[src/design/pcrl_pkg.sv]
`timescale 1ns / 1ps
// Package for the per-client request limiter.
// Shared widths, reset values, codes, and controller/datapath types. No dependencies.
package pcrl_pkg;

  localparam int unsigned ADDR_W     = 32;
  localparam int unsigned COUNT_W    = 16;
  localparam int unsigned MINUTE_W   = 11;
  localparam int unsigned CFG_IDX_W  = 2;
  localparam int unsigned CFG_DATA_W = 16;
  localparam int unsigned STATUS_W   = 2;

  // Input operation codes
  localparam logic OP_REQUEST = 1'b0;
  localparam logic OP_TICK    = 1'b1;

  // Configuration register indexes
  localparam logic [CFG_IDX_W-1:0] CFG_DAY_LIMIT       = 2'd0;
  localparam logic [CFG_IDX_W-1:0] CFG_MINUTE_LIMIT    = 2'd1;
  localparam logic [CFG_IDX_W-1:0] CFG_MINUTES_PER_DAY = 2'd2;

  // Configuration reset values
  localparam logic [COUNT_W-1:0]  DAY_LIMIT_RST       = 16'd2000;
  localparam logic [COUNT_W-1:0]  MINUTE_LIMIT_RST    = 16'd30;
  localparam logic [MINUTE_W-1:0] MINUTES_PER_DAY_RST = 11'd1440;

  localparam logic [COUNT_W-1:0] COUNT_MAX = 16'hFFFF;

  // Result status codes
  localparam logic [STATUS_W-1:0] RES_GRANTED    = 2'd0;
  localparam logic [STATUS_W-1:0] RES_OVER_LIMIT = 2'd1;
  localparam logic [STATUS_W-1:0] RES_TABLE_FULL = 2'd2;
  localparam logic [STATUS_W-1:0] RES_TICK_DONE  = 2'd3;

  typedef enum logic [1:0] {
    WR_NONE,
    WR_CLEAR,
    WR_SWEEP,
    WR_COMMIT
  } wr_mode_e;

  typedef enum logic [2:0] {
    CTL_CLEAR,
    CTL_IDLE,
    CTL_SCAN,
    CTL_DECIDE,
    CTL_SWEEP,
    CTL_TICK_END
  } ctl_state_e;

  typedef struct packed {
    logic     accept;
    logic     rd_en;
    logic     idx_inc;
    logic     scan;
    wr_mode_e wr_mode;
    logic     load_out;
    logic     res_tick;
  } pcrl_cmd_t;

  typedef struct packed {
    logic in_tick;
    logic hit;
    logic last_eval;
    logic all_issued;
    logic idx_last;
  } pcrl_sts_t;

endpackage

[src/design/pcrl_if.sv]
`timescale 1ns / 1ps
// Valid/ready channel interfaces for the request limiter: request in, result out.
// Depends on pcrl_pkg for field widths.
interface pcrl_req_if;
  logic                       valid;
  logic                       ready;
  logic                       operation;
  logic [pcrl_pkg::ADDR_W-1:0] client_address;

  modport source (output valid, output operation, output client_address, input ready);
  modport sink   (input valid, input operation, input client_address, output ready);
endinterface

interface pcrl_res_if;
  logic                         valid;
  logic                         ready;
  logic                         granted;
  logic [pcrl_pkg::STATUS_W-1:0] status;

  modport source (output valid, output granted, output status, input ready);
  modport sink   (input valid, input granted, input status, output ready);
endinterface

[src/design/pcrl_datapath.sv]
`timescale 1ns / 1ps
// Datapath: client table memories, scan pipeline, minute counter, config and result registers.
// Depends on pcrl_pkg; driven by pcrl_ctrl through pcrl_cmd_t.
module pcrl_datapath #(
  parameter int unsigned TABLE_ENTRIES = 16
) (
  input  logic                              clk_i,
  input  logic                              rst_ni,
  input  pcrl_pkg::pcrl_cmd_t               cmd_i,
  output pcrl_pkg::pcrl_sts_t               sts_o,
  input  logic                              in_operation_i,
  input  logic [pcrl_pkg::ADDR_W-1:0]       in_client_address_i,
  input  logic                              cfg_we_i,
  input  logic [pcrl_pkg::CFG_IDX_W-1:0]    cfg_idx_i,
  input  logic [pcrl_pkg::CFG_DATA_W-1:0]   cfg_data_i,
  output logic                              res_granted_o,
  output logic [pcrl_pkg::STATUS_W-1:0]     res_status_o
);

  localparam int unsigned IW = (TABLE_ENTRIES > 1) ? $clog2(TABLE_ENTRIES) : 1;
  localparam int unsigned CW = $clog2(TABLE_ENTRIES + 1);

  // Table storage
  logic                          valid_mem [TABLE_ENTRIES];
  logic [pcrl_pkg::ADDR_W-1:0]   addr_mem  [TABLE_ENTRIES];
  logic [pcrl_pkg::COUNT_W-1:0]  day_mem   [TABLE_ENTRIES];
  logic [pcrl_pkg::COUNT_W-1:0]  min_mem   [TABLE_ENTRIES];

  // Configuration
  logic [pcrl_pkg::COUNT_W-1:0]  day_lim_q, min_lim_q;
  logic [pcrl_pkg::MINUTE_W-1:0] mpd_q;

  // Item and scan state
  logic [CW-1:0]                 idx_q;
  logic [pcrl_pkg::ADDR_W-1:0]   addr_q;
  logic                          rd_vld_q;
  logic [IW-1:0]                 rd_idx_q;
  logic                          rd_valid_q;
  logic [pcrl_pkg::ADDR_W-1:0]   rd_addr_q;
  logic [pcrl_pkg::COUNT_W-1:0]  rd_day_q, rd_min_q;
  logic                          hit_q, free_q;
  logic [IW-1:0]                 slot_idx_q;
  logic [pcrl_pkg::COUNT_W-1:0]  slot_day_q, slot_min_q;
  logic [pcrl_pkg::MINUTE_W-1:0] minutes_q, minutes_d;
  logic                          clear_all_q;
  logic                          res_granted_q;
  logic [pcrl_pkg::STATUS_W-1:0] res_status_q;

  logic                          hit;
  logic                          found, over, grant;
  logic [pcrl_pkg::STATUS_W-1:0] req_status;
  logic [pcrl_pkg::COUNT_W-1:0]  day_inc, min_inc;

  // Write port
  logic                          valid_we, addr_we, day_we, min_we;
  logic                          valid_wd;
  logic [pcrl_pkg::COUNT_W-1:0]  day_wd, min_wd;
  logic [IW-1:0]                 wr_idx;

  assign hit = rd_vld_q && rd_valid_q && (rd_addr_q == addr_q);

  assign sts_o.in_tick    = (in_operation_i == pcrl_pkg::OP_TICK);
  assign sts_o.hit        = hit;
  assign sts_o.last_eval  = rd_vld_q && (rd_idx_q == IW'(TABLE_ENTRIES - 1));
  assign sts_o.all_issued = (idx_q == CW'(TABLE_ENTRIES));
  assign sts_o.idx_last   = (idx_q == CW'(TABLE_ENTRIES - 1));

  // Free slot carries zero counts, so it can never be over a limit
  assign found   = hit_q || free_q;
  assign over    = (slot_day_q > day_lim_q) || (slot_min_q > min_lim_q);
  assign grant   = found && !over;
  assign day_inc = (slot_day_q == pcrl_pkg::COUNT_MAX) ? slot_day_q : slot_day_q + 1'b1;
  assign min_inc = (slot_min_q == pcrl_pkg::COUNT_MAX) ? slot_min_q : slot_min_q + 1'b1;

  always_comb begin
    if (!found) begin
      req_status = pcrl_pkg::RES_TABLE_FULL;
    end else if (over) begin
      req_status = pcrl_pkg::RES_OVER_LIMIT;
    end else begin
      req_status = pcrl_pkg::RES_GRANTED;
    end
  end

  always_comb begin
    valid_we = 1'b0;
    addr_we  = 1'b0;
    day_we   = 1'b0;
    min_we   = 1'b0;
    valid_wd = 1'b0;
    day_wd   = day_inc;
    min_wd   = min_inc;
    wr_idx   = idx_q[IW-1:0];
    unique case (cmd_i.wr_mode)
      pcrl_pkg::WR_NONE: begin
      end
      pcrl_pkg::WR_CLEAR: begin
        valid_we = 1'b1;
      end
      pcrl_pkg::WR_SWEEP: begin
        min_we   = 1'b1;
        min_wd   = '0;
        valid_we = clear_all_q;
      end
      pcrl_pkg::WR_COMMIT: begin
        valid_we = grant;
        addr_we  = grant;
        day_we   = grant;
        min_we   = grant;
        valid_wd = 1'b1;
        wr_idx   = slot_idx_q;
      end
      default: begin
      end
    endcase
  end

  always_ff @(posedge clk_i) begin
    if (valid_we) begin
      valid_mem[wr_idx] <= valid_wd;
    end
    if (cmd_i.rd_en) begin
      rd_valid_q <= valid_mem[idx_q[IW-1:0]];
    end
  end

  always_ff @(posedge clk_i) begin
    if (addr_we) begin
      addr_mem[wr_idx] <= addr_q;
    end
    if (cmd_i.rd_en) begin
      rd_addr_q <= addr_mem[idx_q[IW-1:0]];
    end
  end

  always_ff @(posedge clk_i) begin
    if (day_we) begin
      day_mem[wr_idx] <= day_wd;
    end
    if (cmd_i.rd_en) begin
      rd_day_q <= day_mem[idx_q[IW-1:0]];
    end
  end

  always_ff @(posedge clk_i) begin
    if (min_we) begin
      min_mem[wr_idx] <= min_wd;
    end
    if (cmd_i.rd_en) begin
      rd_min_q <= min_mem[idx_q[IW-1:0]];
    end
  end

  always_ff @(posedge clk_i or negedge rst_ni) begin
    if (!rst_ni) begin
      day_lim_q <= pcrl_pkg::DAY_LIMIT_RST;
      min_lim_q <= pcrl_pkg::MINUTE_LIMIT_RST;
      mpd_q     <= pcrl_pkg::MINUTES_PER_DAY_RST;
    end else if (cfg_we_i) begin
      unique case (cfg_idx_i)
        pcrl_pkg::CFG_DAY_LIMIT:       day_lim_q <= cfg_data_i;
        pcrl_pkg::CFG_MINUTE_LIMIT:    min_lim_q <= cfg_data_i;
        pcrl_pkg::CFG_MINUTES_PER_DAY: mpd_q     <= cfg_data_i[pcrl_pkg::MINUTE_W-1:0];
        default: begin
        end
      endcase
    end
  end

  assign minutes_d = minutes_q + 1'b1;

  always_ff @(posedge clk_i or negedge rst_ni) begin
    if (!rst_ni) begin
      idx_q       <= '0;
      rd_vld_q    <= 1'b0;
      hit_q       <= 1'b0;
      free_q      <= 1'b0;
      minutes_q   <= '0;
      clear_all_q <= 1'b0;
    end else begin
      rd_vld_q <= cmd_i.rd_en;
      if (cmd_i.accept) begin
        idx_q  <= '0;
        hit_q  <= 1'b0;
        free_q <= 1'b0;
        if (in_operation_i == pcrl_pkg::OP_TICK) begin
          // minutes_per_day of zero clears on every tick
          if (minutes_d >= mpd_q) begin
            minutes_q   <= '0;
            clear_all_q <= 1'b1;
          end else begin
            minutes_q   <= minutes_d;
            clear_all_q <= 1'b0;
          end
        end
      end else begin
        if (cmd_i.idx_inc) begin
          idx_q <= idx_q + 1'b1;
        end
        if (cmd_i.scan && hit) begin
          hit_q <= 1'b1;
        end else if (cmd_i.scan && rd_vld_q && !rd_valid_q && !free_q && !hit_q) begin
          free_q <= 1'b1;
        end
      end
    end
  end

  // Slot payload follows the flag updates above
  always_ff @(posedge clk_i) begin
    if (cmd_i.accept) begin
      addr_q <= in_client_address_i;
    end
    if (cmd_i.scan && hit) begin
      slot_idx_q <= rd_idx_q;
      slot_day_q <= rd_day_q;
      slot_min_q <= rd_min_q;
    end else if (cmd_i.scan && rd_vld_q && !rd_valid_q && !free_q && !hit_q) begin
      slot_idx_q <= rd_idx_q;
      slot_day_q <= '0;
      slot_min_q <= '0;
    end
    if (cmd_i.rd_en) begin
      rd_idx_q <= idx_q[IW-1:0];
    end
    if (cmd_i.load_out) begin
      res_granted_q <= cmd_i.res_tick ? 1'b0 : grant;
      res_status_q  <= cmd_i.res_tick ? pcrl_pkg::RES_TICK_DONE : req_status;
    end
  end

  assign res_granted_o = res_granted_q;
  assign res_status_o  = res_status_q;

endmodule

[src/design/pcrl_ctrl.sv]
`timescale 1ns / 1ps
// Controller FSM: table clear after reset, request scan/decide, tick sweep, output handshake.
// Depends on pcrl_pkg; drives pcrl_datapath through pcrl_cmd_t.
module pcrl_ctrl (
  input  logic                clk_i,
  input  logic                rst_ni,
  input  logic                in_valid_i,
  output logic                in_ready_o,
  output logic                out_valid_o,
  input  logic                out_ready_i,
  input  pcrl_pkg::pcrl_sts_t sts_i,
  output pcrl_pkg::pcrl_cmd_t cmd_o
);

  pcrl_pkg::ctl_state_e state_q, state_d;
  logic                 out_valid_q, out_valid_d;
  logic                 out_free;

  // Result slot can take a new value when empty or being drained this cycle
  assign out_free = !out_valid_q || out_ready_i;

  always_comb begin
    state_d = state_q;
    unique case (state_q)
      pcrl_pkg::CTL_CLEAR: begin
        if (sts_i.idx_last) state_d = pcrl_pkg::CTL_IDLE;
      end
      pcrl_pkg::CTL_IDLE: begin
        if (in_valid_i) begin
          state_d = sts_i.in_tick ? pcrl_pkg::CTL_SWEEP : pcrl_pkg::CTL_SCAN;
        end
      end
      pcrl_pkg::CTL_SCAN: begin
        if (sts_i.hit || sts_i.last_eval) state_d = pcrl_pkg::CTL_DECIDE;
      end
      pcrl_pkg::CTL_DECIDE: begin
        if (out_free) state_d = pcrl_pkg::CTL_IDLE;
      end
      pcrl_pkg::CTL_SWEEP: begin
        if (sts_i.idx_last) state_d = pcrl_pkg::CTL_TICK_END;
      end
      pcrl_pkg::CTL_TICK_END: begin
        if (out_free) state_d = pcrl_pkg::CTL_IDLE;
      end
      default: state_d = pcrl_pkg::CTL_IDLE;
    endcase
  end

  always_comb begin
    cmd_o      = '0;
    in_ready_o = 1'b0;
    unique case (state_q)
      pcrl_pkg::CTL_CLEAR: begin
        cmd_o.wr_mode = pcrl_pkg::WR_CLEAR;
        cmd_o.idx_inc = 1'b1;
      end
      pcrl_pkg::CTL_IDLE: begin
        in_ready_o   = 1'b1;
        cmd_o.accept = in_valid_i;
      end
      pcrl_pkg::CTL_SCAN: begin
        cmd_o.rd_en   = !sts_i.all_issued;
        cmd_o.idx_inc = !sts_i.all_issued;
        cmd_o.scan    = 1'b1;
      end
      pcrl_pkg::CTL_DECIDE: begin
        if (out_free) begin
          cmd_o.wr_mode  = pcrl_pkg::WR_COMMIT;
          cmd_o.load_out = 1'b1;
        end
      end
      pcrl_pkg::CTL_SWEEP: begin
        cmd_o.wr_mode = pcrl_pkg::WR_SWEEP;
        cmd_o.idx_inc = 1'b1;
      end
      pcrl_pkg::CTL_TICK_END: begin
        if (out_free) begin
          cmd_o.load_out = 1'b1;
          cmd_o.res_tick = 1'b1;
        end
      end
      default: begin
      end
    endcase
  end

  always_comb begin
    if (cmd_o.load_out) begin
      out_valid_d = 1'b1;
    end else if (out_ready_i) begin
      out_valid_d = 1'b0;
    end else begin
      out_valid_d = out_valid_q;
    end
  end

  always_ff @(posedge clk_i or negedge rst_ni) begin
    if (!rst_ni) begin
      state_q     <= pcrl_pkg::CTL_CLEAR;
      out_valid_q <= 1'b0;
    end else begin
      state_q     <= state_d;
      out_valid_q <= out_valid_d;
    end
  end

  assign out_valid_o = out_valid_q;

endmodule

[src/design/per_client_request_limiter.sv]
`timescale 1ns / 1ps
// Per-client fixed-window request limiter, top level.
// Depends on pcrl_pkg, pcrl_req_if/pcrl_res_if, pcrl_ctrl and pcrl_datapath.
//
// Each item is handled alone, and the table memory is scanned one entry per cycle through a
// registered read port. A request scan stops at the first hit or after the last entry; a minute
// tick sweeps every entry. The result register decouples the output: a new item is taken while
// the previous result waits. After reset the block invalidates every table entry before its
// first input transfer; configuration writes are taken at any time and should only be issued
// while the block is idle.
module per_client_request_limiter #(
  parameter int unsigned TABLE_ENTRIES = 16
) (
  input  logic                            clk_i,
  input  logic                            rst_ni,
  pcrl_req_if.sink                        req_i,
  pcrl_res_if.source                      res_o,
  input  logic                            cfg_we_i,
  input  logic [pcrl_pkg::CFG_IDX_W-1:0]  cfg_idx_i,
  input  logic [pcrl_pkg::CFG_DATA_W-1:0] cfg_data_i
);

  pcrl_pkg::pcrl_cmd_t cmd;
  pcrl_pkg::pcrl_sts_t sts;
  logic                in_ready;
  logic                out_valid;

  pcrl_ctrl u_ctrl (
    .clk_i       (clk_i),
    .rst_ni      (rst_ni),
    .in_valid_i  (req_i.valid),
    .in_ready_o  (in_ready),
    .out_valid_o (out_valid),
    .out_ready_i (res_o.ready),
    .sts_i       (sts),
    .cmd_o       (cmd)
  );

  pcrl_datapath #(
    .TABLE_ENTRIES (TABLE_ENTRIES)
  ) u_datapath (
    .clk_i               (clk_i),
    .rst_ni              (rst_ni),
    .cmd_i               (cmd),
    .sts_o               (sts),
    .in_operation_i      (req_i.operation),
    .in_client_address_i (req_i.client_address),
    .cfg_we_i            (cfg_we_i),
    .cfg_idx_i           (cfg_idx_i),
    .cfg_data_i          (cfg_data_i),
    .res_granted_o       (res_o.granted),
    .res_status_o        (res_o.status)
  );

  assign req_i.ready = in_ready;
  assign res_o.valid = out_valid;

endmodule

[src/flat_wrapper.sv]
// flat-port wrapper written by rule: the top's interface ports become plain ports
module per_client_request_limiter_flat 
#(
  parameter int unsigned TABLE_ENTRIES = 16
)
  (clk_i, rst_ni, cfg_we_i, cfg_idx_i, cfg_data_i, req_i_valid, req_i_operation, req_i_client_address, req_i_ready, res_o_valid, res_o_granted, res_o_status, res_o_ready);
  pcrl_req_if req_i_i ();
  pcrl_res_if res_o_i ();
  input  logic clk_i;
  input  logic rst_ni;
  input  logic cfg_we_i;
  input  logic [pcrl_pkg::CFG_IDX_W-1:0] cfg_idx_i;
  input  logic [pcrl_pkg::CFG_DATA_W-1:0] cfg_data_i;
  input wire logic [$bits(req_i_i.valid)-1:0] req_i_valid;
  input wire logic [$bits(req_i_i.operation)-1:0] req_i_operation;
  input wire logic [$bits(req_i_i.client_address)-1:0] req_i_client_address;
  output wire logic [$bits(req_i_i.ready)-1:0] req_i_ready;
  output wire logic [$bits(res_o_i.valid)-1:0] res_o_valid;
  output wire logic [$bits(res_o_i.granted)-1:0] res_o_granted;
  output wire logic [$bits(res_o_i.status)-1:0] res_o_status;
  input wire logic [$bits(res_o_i.ready)-1:0] res_o_ready;
  assign req_i_i.valid = req_i_valid;
  assign req_i_i.operation = req_i_operation;
  assign req_i_i.client_address = req_i_client_address;
  assign req_i_ready = req_i_i.ready;
  assign res_o_valid = res_o_i.valid;
  assign res_o_granted = res_o_i.granted;
  assign res_o_status = res_o_i.status;
  assign res_o_i.ready = res_o_ready;
  per_client_request_limiter #(.TABLE_ENTRIES(TABLE_ENTRIES)) u_core (.clk_i(clk_i), .rst_ni(rst_ni), .req_i(req_i_i), .res_o(res_o_i), .cfg_we_i(cfg_we_i), .cfg_idx_i(cfg_idx_i), .cfg_data_i(cfg_data_i));
endmodule
[config.mk]
export PLATFORM = sky130hd
export DESIGN_NAME = per_client_request_limiter_flat
export DESIGN_NICKNAME = d
export VERILOG_FILES = /design/src/design/pcrl_pkg.sv /design/src/design/pcrl_if.sv /design/src/design/pcrl_datapath.sv /design/src/design/pcrl_ctrl.sv /design/src/design/per_client_request_limiter.sv /design/src/flat_wrapper.sv
export SDC_FILE = /design/constraint.sdc
export NUM_CORES = 1
export LEC_CHECK = 0
export BUFFER_PORTS_ARGS = -buffer_cell sky130_fd_sc_hd__buf_4
export CORE_MARGIN = 3
export CORE_UTILIZATION = 55
export DETAILED_ROUTE_END_ITERATION = 10
export GPL_ROUTABILITY_DRIVEN = 0
export PLACE_DENSITY_LB_ADDON = 0.12
export SLEW_MARGIN = 20
export SYNTH_ARGS = -nofsm -noshare
export SYNTH_HDL_FRONTEND = slang
export SYNTH_SLANG_ARGS = --single-unit
export TNS_END_PERCENT = 20
[constraint.sdc]
create_clock -name clk_i -period 16.95 [get_ports clk_i]
set_input_delay 0 -clock clk_i [delete_from_list [all_inputs] [get_ports clk_i]]
set_output_delay 0 -clock clk_i [all_outputs]
set_load 0.01 [all_outputs]
## Yosys cells after proc, flatten, opt, wreduce, memory -nomap -nowiden

Memories as Yosys holds them, arrays and structs flattened. A register that Yosys moved wholly into a read port is not among the register bits.
Index checks and enable logic that the tools add are counted.

| operators by class | value |
|---|---|
| $add $sub $neg | 4 |
| order comparisons | 3 |
| bitwise operators | 1 |
| eq/ne operators | 22 |
| multiplexer cells | 49 |
| reduce and logical (&&, ||, !) cells | 35 |

Operators by type and width:

| kind | number |
|---|---|
| 16-bit 2-to-1 mux | 6 |
| 16-bit by 1-bit adder with 16-bit output, second input constant | 2 |
| 16-bit equality test, second input constant | 2 |
| 32-bit equality test | 1 |
| 16-bit > comparator | 2 |
| 1-bit 2-to-1 mux | 23 |
| 3-bit 2-to-1 mux | 7 |
| 3-bit one-hot mux with 5 select lines | 1 |
| 4-bit 2-to-1 mux | 3 |
| 11-bit by 1-bit adder with 11-bit output, second input constant | 1 |
| 11-bit >= comparator | 1 |
| 11-bit 2-to-1 mux | 1 |
| 5-bit 2-to-1 mux | 2 |
| 2-bit AND reduction | 5 |
| 2-bit nonzero test | 5 |
| 1-bit logical AND | 9 |
| 2-bit by 1-bit != test with 1-bit output, second input constant | 4 |
| 2-bit equality test, second input constant | 3 |
| 3-bit by 2-bit equality test with 1-bit output, second input constant | 2 |
| 3-bit equality test, second input constant | 2 |
| 1-bit logical NOT | 6 |
| 1-bit one-hot mux with 2 select lines | 3 |
| 2-bit one-hot mux with 3 select lines | 1 |
| 2-bit OR reduction | 3 |
| other kinds (14) | 19 |

| storage, ports and cells | value |
|---|---|
| input bits | 56 |
| word-level logic and storage cells | 137 |
| memories | 4 |
| register bits | 142 |
| bits in writable memories | 1,040 |
| output and inout bits | 5 |

Memories:

| name | words | width | rd ports | clocked after Yosys merged registers in | wr ports | RTL line | source |
|---|---|---|---|---|---|---|---|
| u_core.u_datapath.addr_mem | 16 | 32 | 1 | 1 | 1 | pcrl_datapath.sv:25 | `logic [pcrl_pkg::ADDR_W-1:0] addr_mem [TABLE_ENTRIES];` |
| u_core.u_datapath.day_mem | 16 | 16 | 1 | 1 | 1 | pcrl_datapath.sv:26 | `logic [pcrl_pkg::COUNT_W-1:0] day_mem [TABLE_ENTRIES];` |
| u_core.u_datapath.min_mem | 16 | 16 | 1 | 1 | 1 | pcrl_datapath.sv:27 | `logic [pcrl_pkg::COUNT_W-1:0] min_mem [TABLE_ENTRIES];` |
| u_core.u_datapath.valid_mem | 16 | 1 | 1 | 1 | 1 | pcrl_datapath.sv:24 | `logic valid_mem [TABLE_ENTRIES];` |

## Longest topological paths before layout

Gate-level depths: netlist (run 1).

| logic depth | value |
|---|---|
| depth in word-level cells | 9 |
| mapped depth | 12 |
| gate-level depth less buffers | 11 |

## Cells and area by module

Synthesis (run 1) repeated with hierarchy kept, for this count alone.

| second synthesis, totals | value |
|---|---|
| cells, all modules | 2,294 |
| area total of the unflattened synthesis | 48,970.7 um2 |

By module, submodules not included:

| module | seq. area each (um2) | area an instance (um2) | cells an instance | instances |
|---|---|---|---|---|
| pcrl_datapath | 37,028.0 | 48,660.4 | 2,258 | 1 |
| pcrl_ctrl | 100.1 | 310.3 | 36 | 1 |

## Worst setup path after synthesis (run 1)

OpenSTA, ideal clock, no wires.

| path | value |
|---|---|
| path kind | register -> register |
| start | register u_core.u_datapath.idx_q[0] |
| end | register u_core.u_datapath.idx_q[3] |
| setup slack | 10.899 ns |
| arrival time | 5.906 ns |
| stages on the path, launching flop included | 12 |
| period minus slack after synthesis | 6.051 ns |
| data required time | 16.805 ns |
| setup time | 0.145 ns |
| cells stage by stage | dfrtp_1 > clkbuf_1 > buf_2 > buf_2 > inv_1 > ha_1 > a31oi_1 > or2_1 > buf_2 > nand4_1 > xor2_1 > nor2_1 |

| between the ends | value |
|---|---|
| cells in the longest elaborated chain, start to end | 4 |
| elaborated cells on any way between the ends | 7 |

Ends and longest elaborated chain:

| item | RTL line | source |
|---|---|---|
| from (decl) | pcrl_datapath.sv:34 | `logic [CW-1:0] idx_q;` |
| from (signal assigned) | pcrl_datapath.sv:198 | `idx_q <= idx_q + 1'b1;` |
| parallel branches: the longest is 4 deep, another holds 5-bit by 1-bit adder with 5-bit output | -- |  |

Several ways; the timed one is not identified. The select of a mux whose other input is x is not followed.
A chain may end at the register's enable or synchronous reset.

## Worst setup path after layout (run 1)

| path | value |
|---|---|
| start | register u_core.u_ctrl.state_q[1] |
| end | memory u_core.u_datapath.addr_mem[2][5] (netlist bit), enable pin |

| between the ends | value |
|---|---|
| cells in the longest elaborated chain, start to end | 6 |
| elaborated cells on any way between the ends | 9 |

Ends and longest elaborated chain:

| item | RTL line | source |
|---|---|---|
| from (decl) | pcrl_ctrl.sv:15 | `pcrl_pkg::ctl_state_e state_q, state_d;` |
| from (signal assigned) | pcrl_ctrl.sv:99 | `state_q <= pcrl_pkg::CTL_CLEAR;` |
| from (signal assigned) | pcrl_ctrl.sv:102 | `state_q <= state_d;` |
| 3-bit equality test, or another cell as far along | pcrl_ctrl.sv:52 | `unique case (state_q)` |
| 2-bit one-hot mux with 3 select lines (*) | pcrl_ctrl.sv:52 |  |
| 2-bit equality test (*) | pcrl_datapath.sv:94 | `unique case (cmd_i.wr_mode)` |
| 1-bit 2-to-1 mux | pcrl_datapath.sv:94 |  |
| 1-bit 2-to-1 mux | pcrl_datapath.sv:128 | `if (addr_we) begin` |
| 1-bit 2-to-1 mux (implied by the code) | pcrl_datapath.sv:129 | `addr_mem[wr_idx] <= addr_q;` |
| to (decl) | pcrl_datapath.sv:25 |  |

Every way passes the cells marked *; elsewhere a longest branch is shown, timed or not.

==> impl_metrics.env, run 1 <==
export IMPL_fin_crit_sh_pct=25.0
export IMPL_viasPerCell=6.16
export IMPL_seqPwrFrac_pct=46.2
export IMPL_nets=2620
export IMPL_synth_async_reset_ratio_pct=5.37
export IMPL_cts_root_buf="clkbuf_16"
export IMPL_p_sw_uw=2060
export IMPL_grt_usage_pct=22.7
export IMPL_yosys_register_bits=1247
export IMPL_p_per_area_mw_per_mm2=144
export IMPL_synth_edf_count=1180
export IMPL_synth_flop_cell="edfxtp_1"
export IMPL_period_needed_ns=4.24
export IMPL_drc=0
export IMPL_via_count=23200
export IMPL_cts_buffers=130
export IMPL_row_count=108
export IMPL_pwr_share_clk_pct=34.4
export IMPL_die_h_um=305
export IMPL_drive_gt1_share_pct=26.4
export IMPL_clock_sinks=1247
export IMPL_combPwrFrac_pct=19.4
export IMPL_swShare_pct=25.4
export IMPL_hold_end="u_core.u_datapath.addr_q[30]$_DFFE_PP_"
export IMPL_maxCapViolCount=0
export IMPL_r2r_setup_slack_ns=12.71
export IMPL_clkTransAtPathRegs_ns=0.06
export IMPL_grt_max_degree=162
export IMPL_cp_startpoint="u_core.u_ctrl.state_q[1]$_DFFE_PN0P_"
export IMPL_finalWirelength_mm=104
export IMPL_die_width_um=305
export IMPL_antenna_found_initial=4
export IMPL_grt_pass1_vias=24000
export IMPL_firstDrtPassIters=5
export IMPL_crit_type="flip-flop to flip-flop"
export IMPL_worstHoldPathCells=2
export IMPL_cts_tree="built"
export IMPL_grt_pass1_wl_mm=156
export IMPL_final_max_slew_viol_count=0
export IMPL_synthesis_nets=2401
export IMPL_area_growth_pct=14.4
export IMPL_start_util_pct=56.0
export IMPL_max_slew_margin_pct=24.2
export IMPL_wl_per_cell_um=27.6
export IMPL_critPathCaptureType="flip-flop"
export IMPL_setup_tns_ns=0
export IMPL_yosysUniqueCellTypes=63
export IMPL_tightest_slew_ns=1.14
export IMPL_boundaryPins=61
export IMPL_diodes=0
export IMPL_intPower_uw=6040
export IMPL_clkLatencyLatePin_ns=0.72
export IMPL_worstReg2RegStart="u_core.u_ctrl.state_q[1]$_DFFE_PN0P_"
export IMPL_ff2ff_path_depth=6
export IMPL_ant_nets=0
export IMPL_drt_iter0_markers=2317
export IMPL_port_buffers=60
export IMPL_vdd_drop_max_v=0.000136
export IMPL_place_hpwl_mm=55.1
export IMPL_ctsHtreeMaxLevel=4
export IMPL_start_kind="flip-flop"
export IMPL_finalClockSkew_ns=0.0241
export IMPL_fmax_mhz=236
export IMPL_cts_resized=0
export IMPL_rsz0062_at_grt="false"
export IMPL_cp_required_ns=17.28
export IMPL_p_total_uw=8100
export IMPL_yosys_warnings=0
export IMPL_syn_inst=2296
export IMPL_cp_data_arrival_time_ns=4.57
export IMPL_hold_violations=0
export IMPL_p_leak_uw=0.0185
export IMPL_crit_fanout=48
export IMPL_n_fill_cell=5830
export IMPL_syn_area_per_cell_sq_um=21.3
export IMPL_clk_path_buf_depth=3
export IMPL_overflow=0
export IMPL_finalSetupViolations=0
export IMPL_status="finished clean"
export IMPL_reg2reg_to="u_core.u_datapath.addr_mem[2][5]$_DFFE_PP_"
export IMPL_hold_path_startpoint="req_i_client_address[30]"
export IMPL_synth_seq_area_share_pct=75.8
export IMPL_die_area_sq_mm=0.0927
export IMPL_core_sq_mm=0.0876
export IMPL_hold_class="input pin to flip-flop"
export IMPL_syn_area_sq_mm=0.0490
-- per-stage QoR --
step | hold slack, ns | setup slack (ns) | instance area, sq um | utilization (%) | instances
after floorplan | -0.296 | 10.90 | 49000 | - | 2296
after global placement | 0.165 | 13.15 | 50800 | 58.0 | 3444
after detailed placement | 0.179 | 12.86 | 50800 | 58.0 | 3444
after CTS | 0.00616 | 12.80 | 56000 | 63.9 | 3762
after global routing | 0.0322 | 12.44 | 56100 | 64.0 | 3762
final | 0.0472 | 12.71 | 56100 | 64.0 | 3762
-- power groups by stage --
stage / clock, uW / sequential, uW / combinational, uW
floorplan: 0 / 3670 / 1280
global placement: 0 / 3800 / 1550
detailed placement: 0 / 3810 / 1570
CTS: 2840 / 3750 / 1600
global route: 2960 / 3770 / 1690
finish: 2780 / 3740 / 1570
-- Yosys cell counts, drive strengths merged (2+ instances only) --
cell type	instances	area, sq um
a2111oi	2	17.5
a211oi	6	45.0
a21boi	3	22.5
a21o	5	37.5
a21oi	26	130
a221o	2	20.0
a31oi	4	25.0
and2	62	388
and2b	6	45.0
and3	24	150
and4	4	35.0
buf	44	240
clkbuf	52	195
dfrtp	53	1330
dfstp	14	368
edfxtp	1180	35400
ha	49	613
inv	59	221
mux2	28	315
mux4	325	7320
nand2	70	263
nand2b	16	100
nand3	38	190
nand3b	6	45.0
nand4	20	125
nor2	37	146
nor2b	18	113
nor3	12	76.3
nor3b	3	27.5
nor4	5	31.3
o21a	3	22.5
o21ai	38	190
o22ai	2	12.5
o31a	2	27.5
o31ai	7	66.3
or2	3	18.8
or3	4	25.0
or4	2	18.8
xnor2	14	123
xor2	38	333
-- worst max path at each step --
| stage | to |
|---|---|
| 2_1_floorplan | u_core.u_datapath.idx_q[3]$_DFFE_PN0P_ |
| 3_3_place_gp | u_core.u_datapath.addr_mem[15][2]$_DFFE_PP_ |
| 3_5_place_dp | u_core.u_datapath.addr_mem[15][5]$_DFFE_PP_ |
| 4_1_cts | u_core.u_datapath.addr_mem[15][5]$_DFFE_PP_ |
| 5_1_grt | u_core.u_datapath.addr_mem[15][5]$_DFFE_PP_ |
| 6_report | u_core.u_datapath.addr_mem[2][5]$_DFFE_PP_ |
-- worst max-delay path, cell delays in order (launching register included) --
cell and delay [ns]:
dfrtp_1 0.54, nor2b_1 0.26, nand3_1 0.43, inv_1 0.63, o21ai_1 0.36, nor3_4 0.58
and3_4 0.98
-- kinds of logic after synthesis --
| logic type | count (synthesis) | synth area share, % |
|---|---|---|
| DFF | 1247 | 75.8 |
| muxes | 353 | 15.6 |
| and+or+nand+nor | 332 | 3.70 |
| buffers and inverters | 155 | 1.34 |
| AOI/OAI and AO/OA | 108 | 1.44 |
| xor gates and xnor gates | 52 | 0.929 |
| adders and majority gates | 49 | 1.25 |
-- area by class of cell --
| class | count | area, sq um | share of cell area (%) |
|---|---|---|---|
| Multi-Input combinational cell | 894 | 11400 | 20.3 |
| Sequential cell | 1247 | 37100 | 66.3 |
| Clock inverter | 69 | 659 | 1.18 |
| Timing Repair Buffer | 183 | 1660 | 2.95 |
| Clock buffer | 155 | 3540 | 6.31 |
| Tap cell | 1155 | 1450 | 2.58 |
| Inverter | 59 | 221 | 0.395 |
-- layout by cell type, fill, tap and decap left out, types with 18 or more instances in the layout --
cell type and n:
edfxtp_1 1180, mux4_2 325, clkbuf_16 139, dlygate4sd3_1 93, buf_4 86, nand2_1 70, inv_1 58, and2_1 54
ha_1 49, dfrtp_1 49, nand3_1 38, o21ai_0 36, nor2_1 34, xor2_1 34, mux2_2 28, clkinv_1 26
a21oi_1 23, nand4_1 20, clkinv_2 19, nor2b_1 18
-- state kept, by name (all words and copies together) (netlist names), 11 cells and up --
register                      count
u_core.u_datapath.rd_addr_q      32
u_core.u_datapath.min_lim_q      16
u_core.u_datapath.valid_mem      16
u_core.u_datapath.addr_q         32
u_core.u_datapath.day_lim_q      16
u_core.u_datapath.slot_day_q     16
u_core.u_datapath.addr_mem      512
u_core.u_datapath.rd_min_q       16
u_core.u_datapath.rd_day_q       16
u_core.u_datapath.day_mem       256
u_core.u_datapath.slot_min_q     16
u_core.u_datapath.mpd_q          11
u_core.u_datapath.minutes_q      11
u_core.u_datapath.min_mem       256
-- what timing repair did --
action                                 in CTS  in global routing
hold buffers                               94                  0
endpoints found under the hold margin     161                  0
setup buffers                               0                  0
-- metal layers --
metal | wire length, um | vias up | GRT usage [%]
met5 | 0 | - | 0
met4 | 2320 | 0 | 6.74
met3 | 6730 | 158 | 4.12
met2 | 50200 | 820 | 35.3
li1 | - | 9874 | -
met1 | 44600 | 12300 | 33.7
No activity file was read; power rests on OpenSTA's default activity.
==> run 2: changes to the inputs <==
==> constraint.sdc (replaced) <==
create_clock -name clk_i -period 4.2 [get_ports clk_i]
set_input_delay 0 -clock clk_i [delete_from_list [all_inputs] [get_ports clk_i]]
set_output_delay 0 -clock clk_i [all_outputs]
set_load 0.01 [all_outputs]
==> impl_metrics.env, run 2 (synthesized netlist as in run 1, its figures left out) <==
export IMPL_status="finished clean"
export IMPL_port_buffers=60
export IMPL_clk_path_buf_depth=3
export IMPL_wl_met1_mm=47.1
export IMPL_cts_tree="built"
export IMPL_fmax_mhz=266
export IMPL_start_util_pct=56.0
export IMPL_clkLatencyLatePin_ns=0.70
export IMPL_cp_startpoint="u_core.u_datapath.day_lim_q[7]$_DFFE_PN1P_"
export IMPL_area_growth_pct=14.9
export IMPL_finalClockSkew_ns=0.0260
export IMPL_max_slew_margin_pct=28.2
export IMPL_p_total_uw=32400
export IMPL_layout_commonest_cell="edfxtp_1"
export IMPL_p_per_area_mw_per_mm2=576
export IMPL_fin_crit_sh_pct=89.5
export IMPL_finalWirelength_mm=111
export IMPL_hold_path_startpoint="req_i_client_address[1]"
export IMPL_drt_iter0_markers=2585
export IMPL_hold_violations=0
export IMPL_core_sq_mm=0.0876
export IMPL_final_core_util_pct=64.3
export IMPL_dr_max_layer_used="met4"
export IMPL_ant_nets=0
export IMPL_crit_fanout=31
export IMPL_place_hpwl_mm=67.8
export IMPL_period_needed_ns=3.76
export IMPL_crit_type="flip-flop to flip-flop"
export IMPL_final_max_slew_viol_count=0
export IMPL_cts_root_buf="clkbuf_16"
export IMPL_cts_buffers=121
export IMPL_firstDrtPassIters=5
export IMPL_rsz0062_at_grt="false"
export IMPL_cp_data_arrival_time_ns=4.08
export IMPL_placedCellCount=3516
export IMPL_reg_top3="u_core.u_datapath.addr_mem x512, u_core.u_datapath.day_mem x256, u_core.u_datapath.min_mem x256"
export IMPL_r2r_setup_slack_ns=0.44
export IMPL_via_count=23800
export IMPL_diodes=0
export IMPL_row_count=108
export IMPL_p_leak_uw=0.0187
export IMPL_finalSetupViolations=0
export IMPL_boundaryPins=61
export IMPL_n_fill_cell=5858
export IMPL_wl_per_cell_um=29.0
export IMPL_grt_pass1_vias=24200
export IMPL_grt_pass1_wl_mm=165
export IMPL_overflow=0
export IMPL_cp_required_ns=4.53
export IMPL_die_width_um=305
export IMPL_final_cell_mix="edfxtp_1, mux4_2, buf_4"
export IMPL_cts_resized=0
export IMPL_critPathCaptureType="flip-flop"
export IMPL_drc=0
export IMPL_antenna_found_initial=6
export IMPL_place_area_sq_mm=0.0516
export IMPL_met2WireLength_mm=52.9
export IMPL_fin_cells=3828
export IMPL_maxCapViolCount=0
export IMPL_setup_tns_ns=0
export IMPL_grt_usage_pct=24.4
export IMPL_clkTransAtPathRegs_ns=0.06
export IMPL_worstReg2RegStart="u_core.u_datapath.day_lim_q[7]$_DFFE_PN1P_"
export IMPL_vdd_drop_max_v=0.000364
export IMPL_ctsHtreeMaxLevel=3
export IMPL_grt_max_degree=120
export IMPL_regMostFlops="u_core.u_datapath.addr_mem"
export IMPL_start_kind="flip-flop"
export IMPL_clock_sinks=1247
export IMPL_viasPerCell=6.21
export IMPL_hold_class="input pin to flip-flop"
export IMPL_die_area_sq_mm=0.0927
export IMPL_nets=2677
export IMPL_dr_wl_met3_mm=9.01
export IMPL_drive_gt1_share_pct=27.3
export IMPL_fin_area_sq_mm=0.0563
export IMPL_largest_reg_flops=512
export IMPL_die_h_um=305
export IMPL_tightest_slew_ns=1.08
-- run 2: metal layers --
metal / global-route usage, % / up-vias
met4: 5.07 / 0
met3: 4.20 / 139
li1: - / 10000
met2: 37.6 / 969
met5: 0 / -
met1: 37.5 / 12600
-- run 2: cell type report --
class                   instances  area [sq um]  share of cell area (%)
clock buffers                 153          3190                    5.67
clock inverters                71           572                    1.02
inverters                      59           221                   0.393
multi-input cells             894         11400                    20.2
flip-flops and latches       1247         37100                    66.0
well taps                    1155          1450                    2.57
repair buffers                249          2370                    4.21
-- run 2: worst max-delay path: stages, from the launching register on --
cell and delay (ns):
dfstp_2 0.52, inv_1 0.05, ha_1 0.30, a21oi_1 0.16, o21ai_0 0.13, a221o_1 0.32
o31a_2 0.45, nor3_4 0.62, and3_4 0.31, buf_4 0.44
-- run 2: where the power goes --
| part | leakage (uW) | total [uW] | switching, uW | internal (uW) |
|---|---|---|---|---|
| sequential | 0.0117 | 15000 | 631 | 14400 |
| clock | 0.00182 | 10300 | 4470 | 5840 |
| combinational | 0.00516 | 7150 | 3620 | 3530 |
-- run 2: metrics by stage --
| step | setup slack, ns | hold WS (ns) |
|---|---|---|
| finish | 0.443 | 0.0384 |
| global placement | 0.492 | 0.162 |
| detailed placement | 0.489 | 0.170 |
| global route | 0.304 | 0.00477 |
| floorplan | 0.168 | -0.296 |
| CTS | 0.458 | 0.000893 |
-- run 2: final timing paths --
| path | to | depth (start not counted) |
|---|---|---|
| min in group asynchronous | u_core.u_datapath.day_lim_q[8]$_DFFE_PN1P_ | 3 |
| worst max-delay path | u_core.u_datapath.addr_mem[8][8]$_DFFE_PP_ | 9 |
| worst min register to register | u_core.u_datapath.slot_idx_q[0]$_DFFE_PP_ | 0 |
| worst max register to register | u_core.u_datapath.addr_mem[8][8]$_DFFE_PP_ | 9 |
| worst min-delay path | u_core.u_datapath.addr_q[1]$_DFFE_PP_ | 2 |
| max in group asynchronous | u_core.u_datapath.idx_q[3]$_DFFE_PN0P_ | 4 |
-- run 2: repair_timing --
item | 4_1_cts | 5_1_grt
hold endpoints to repair | 158 | 0
hold buffers | 88 | 0
setup buffers | 0 | 0
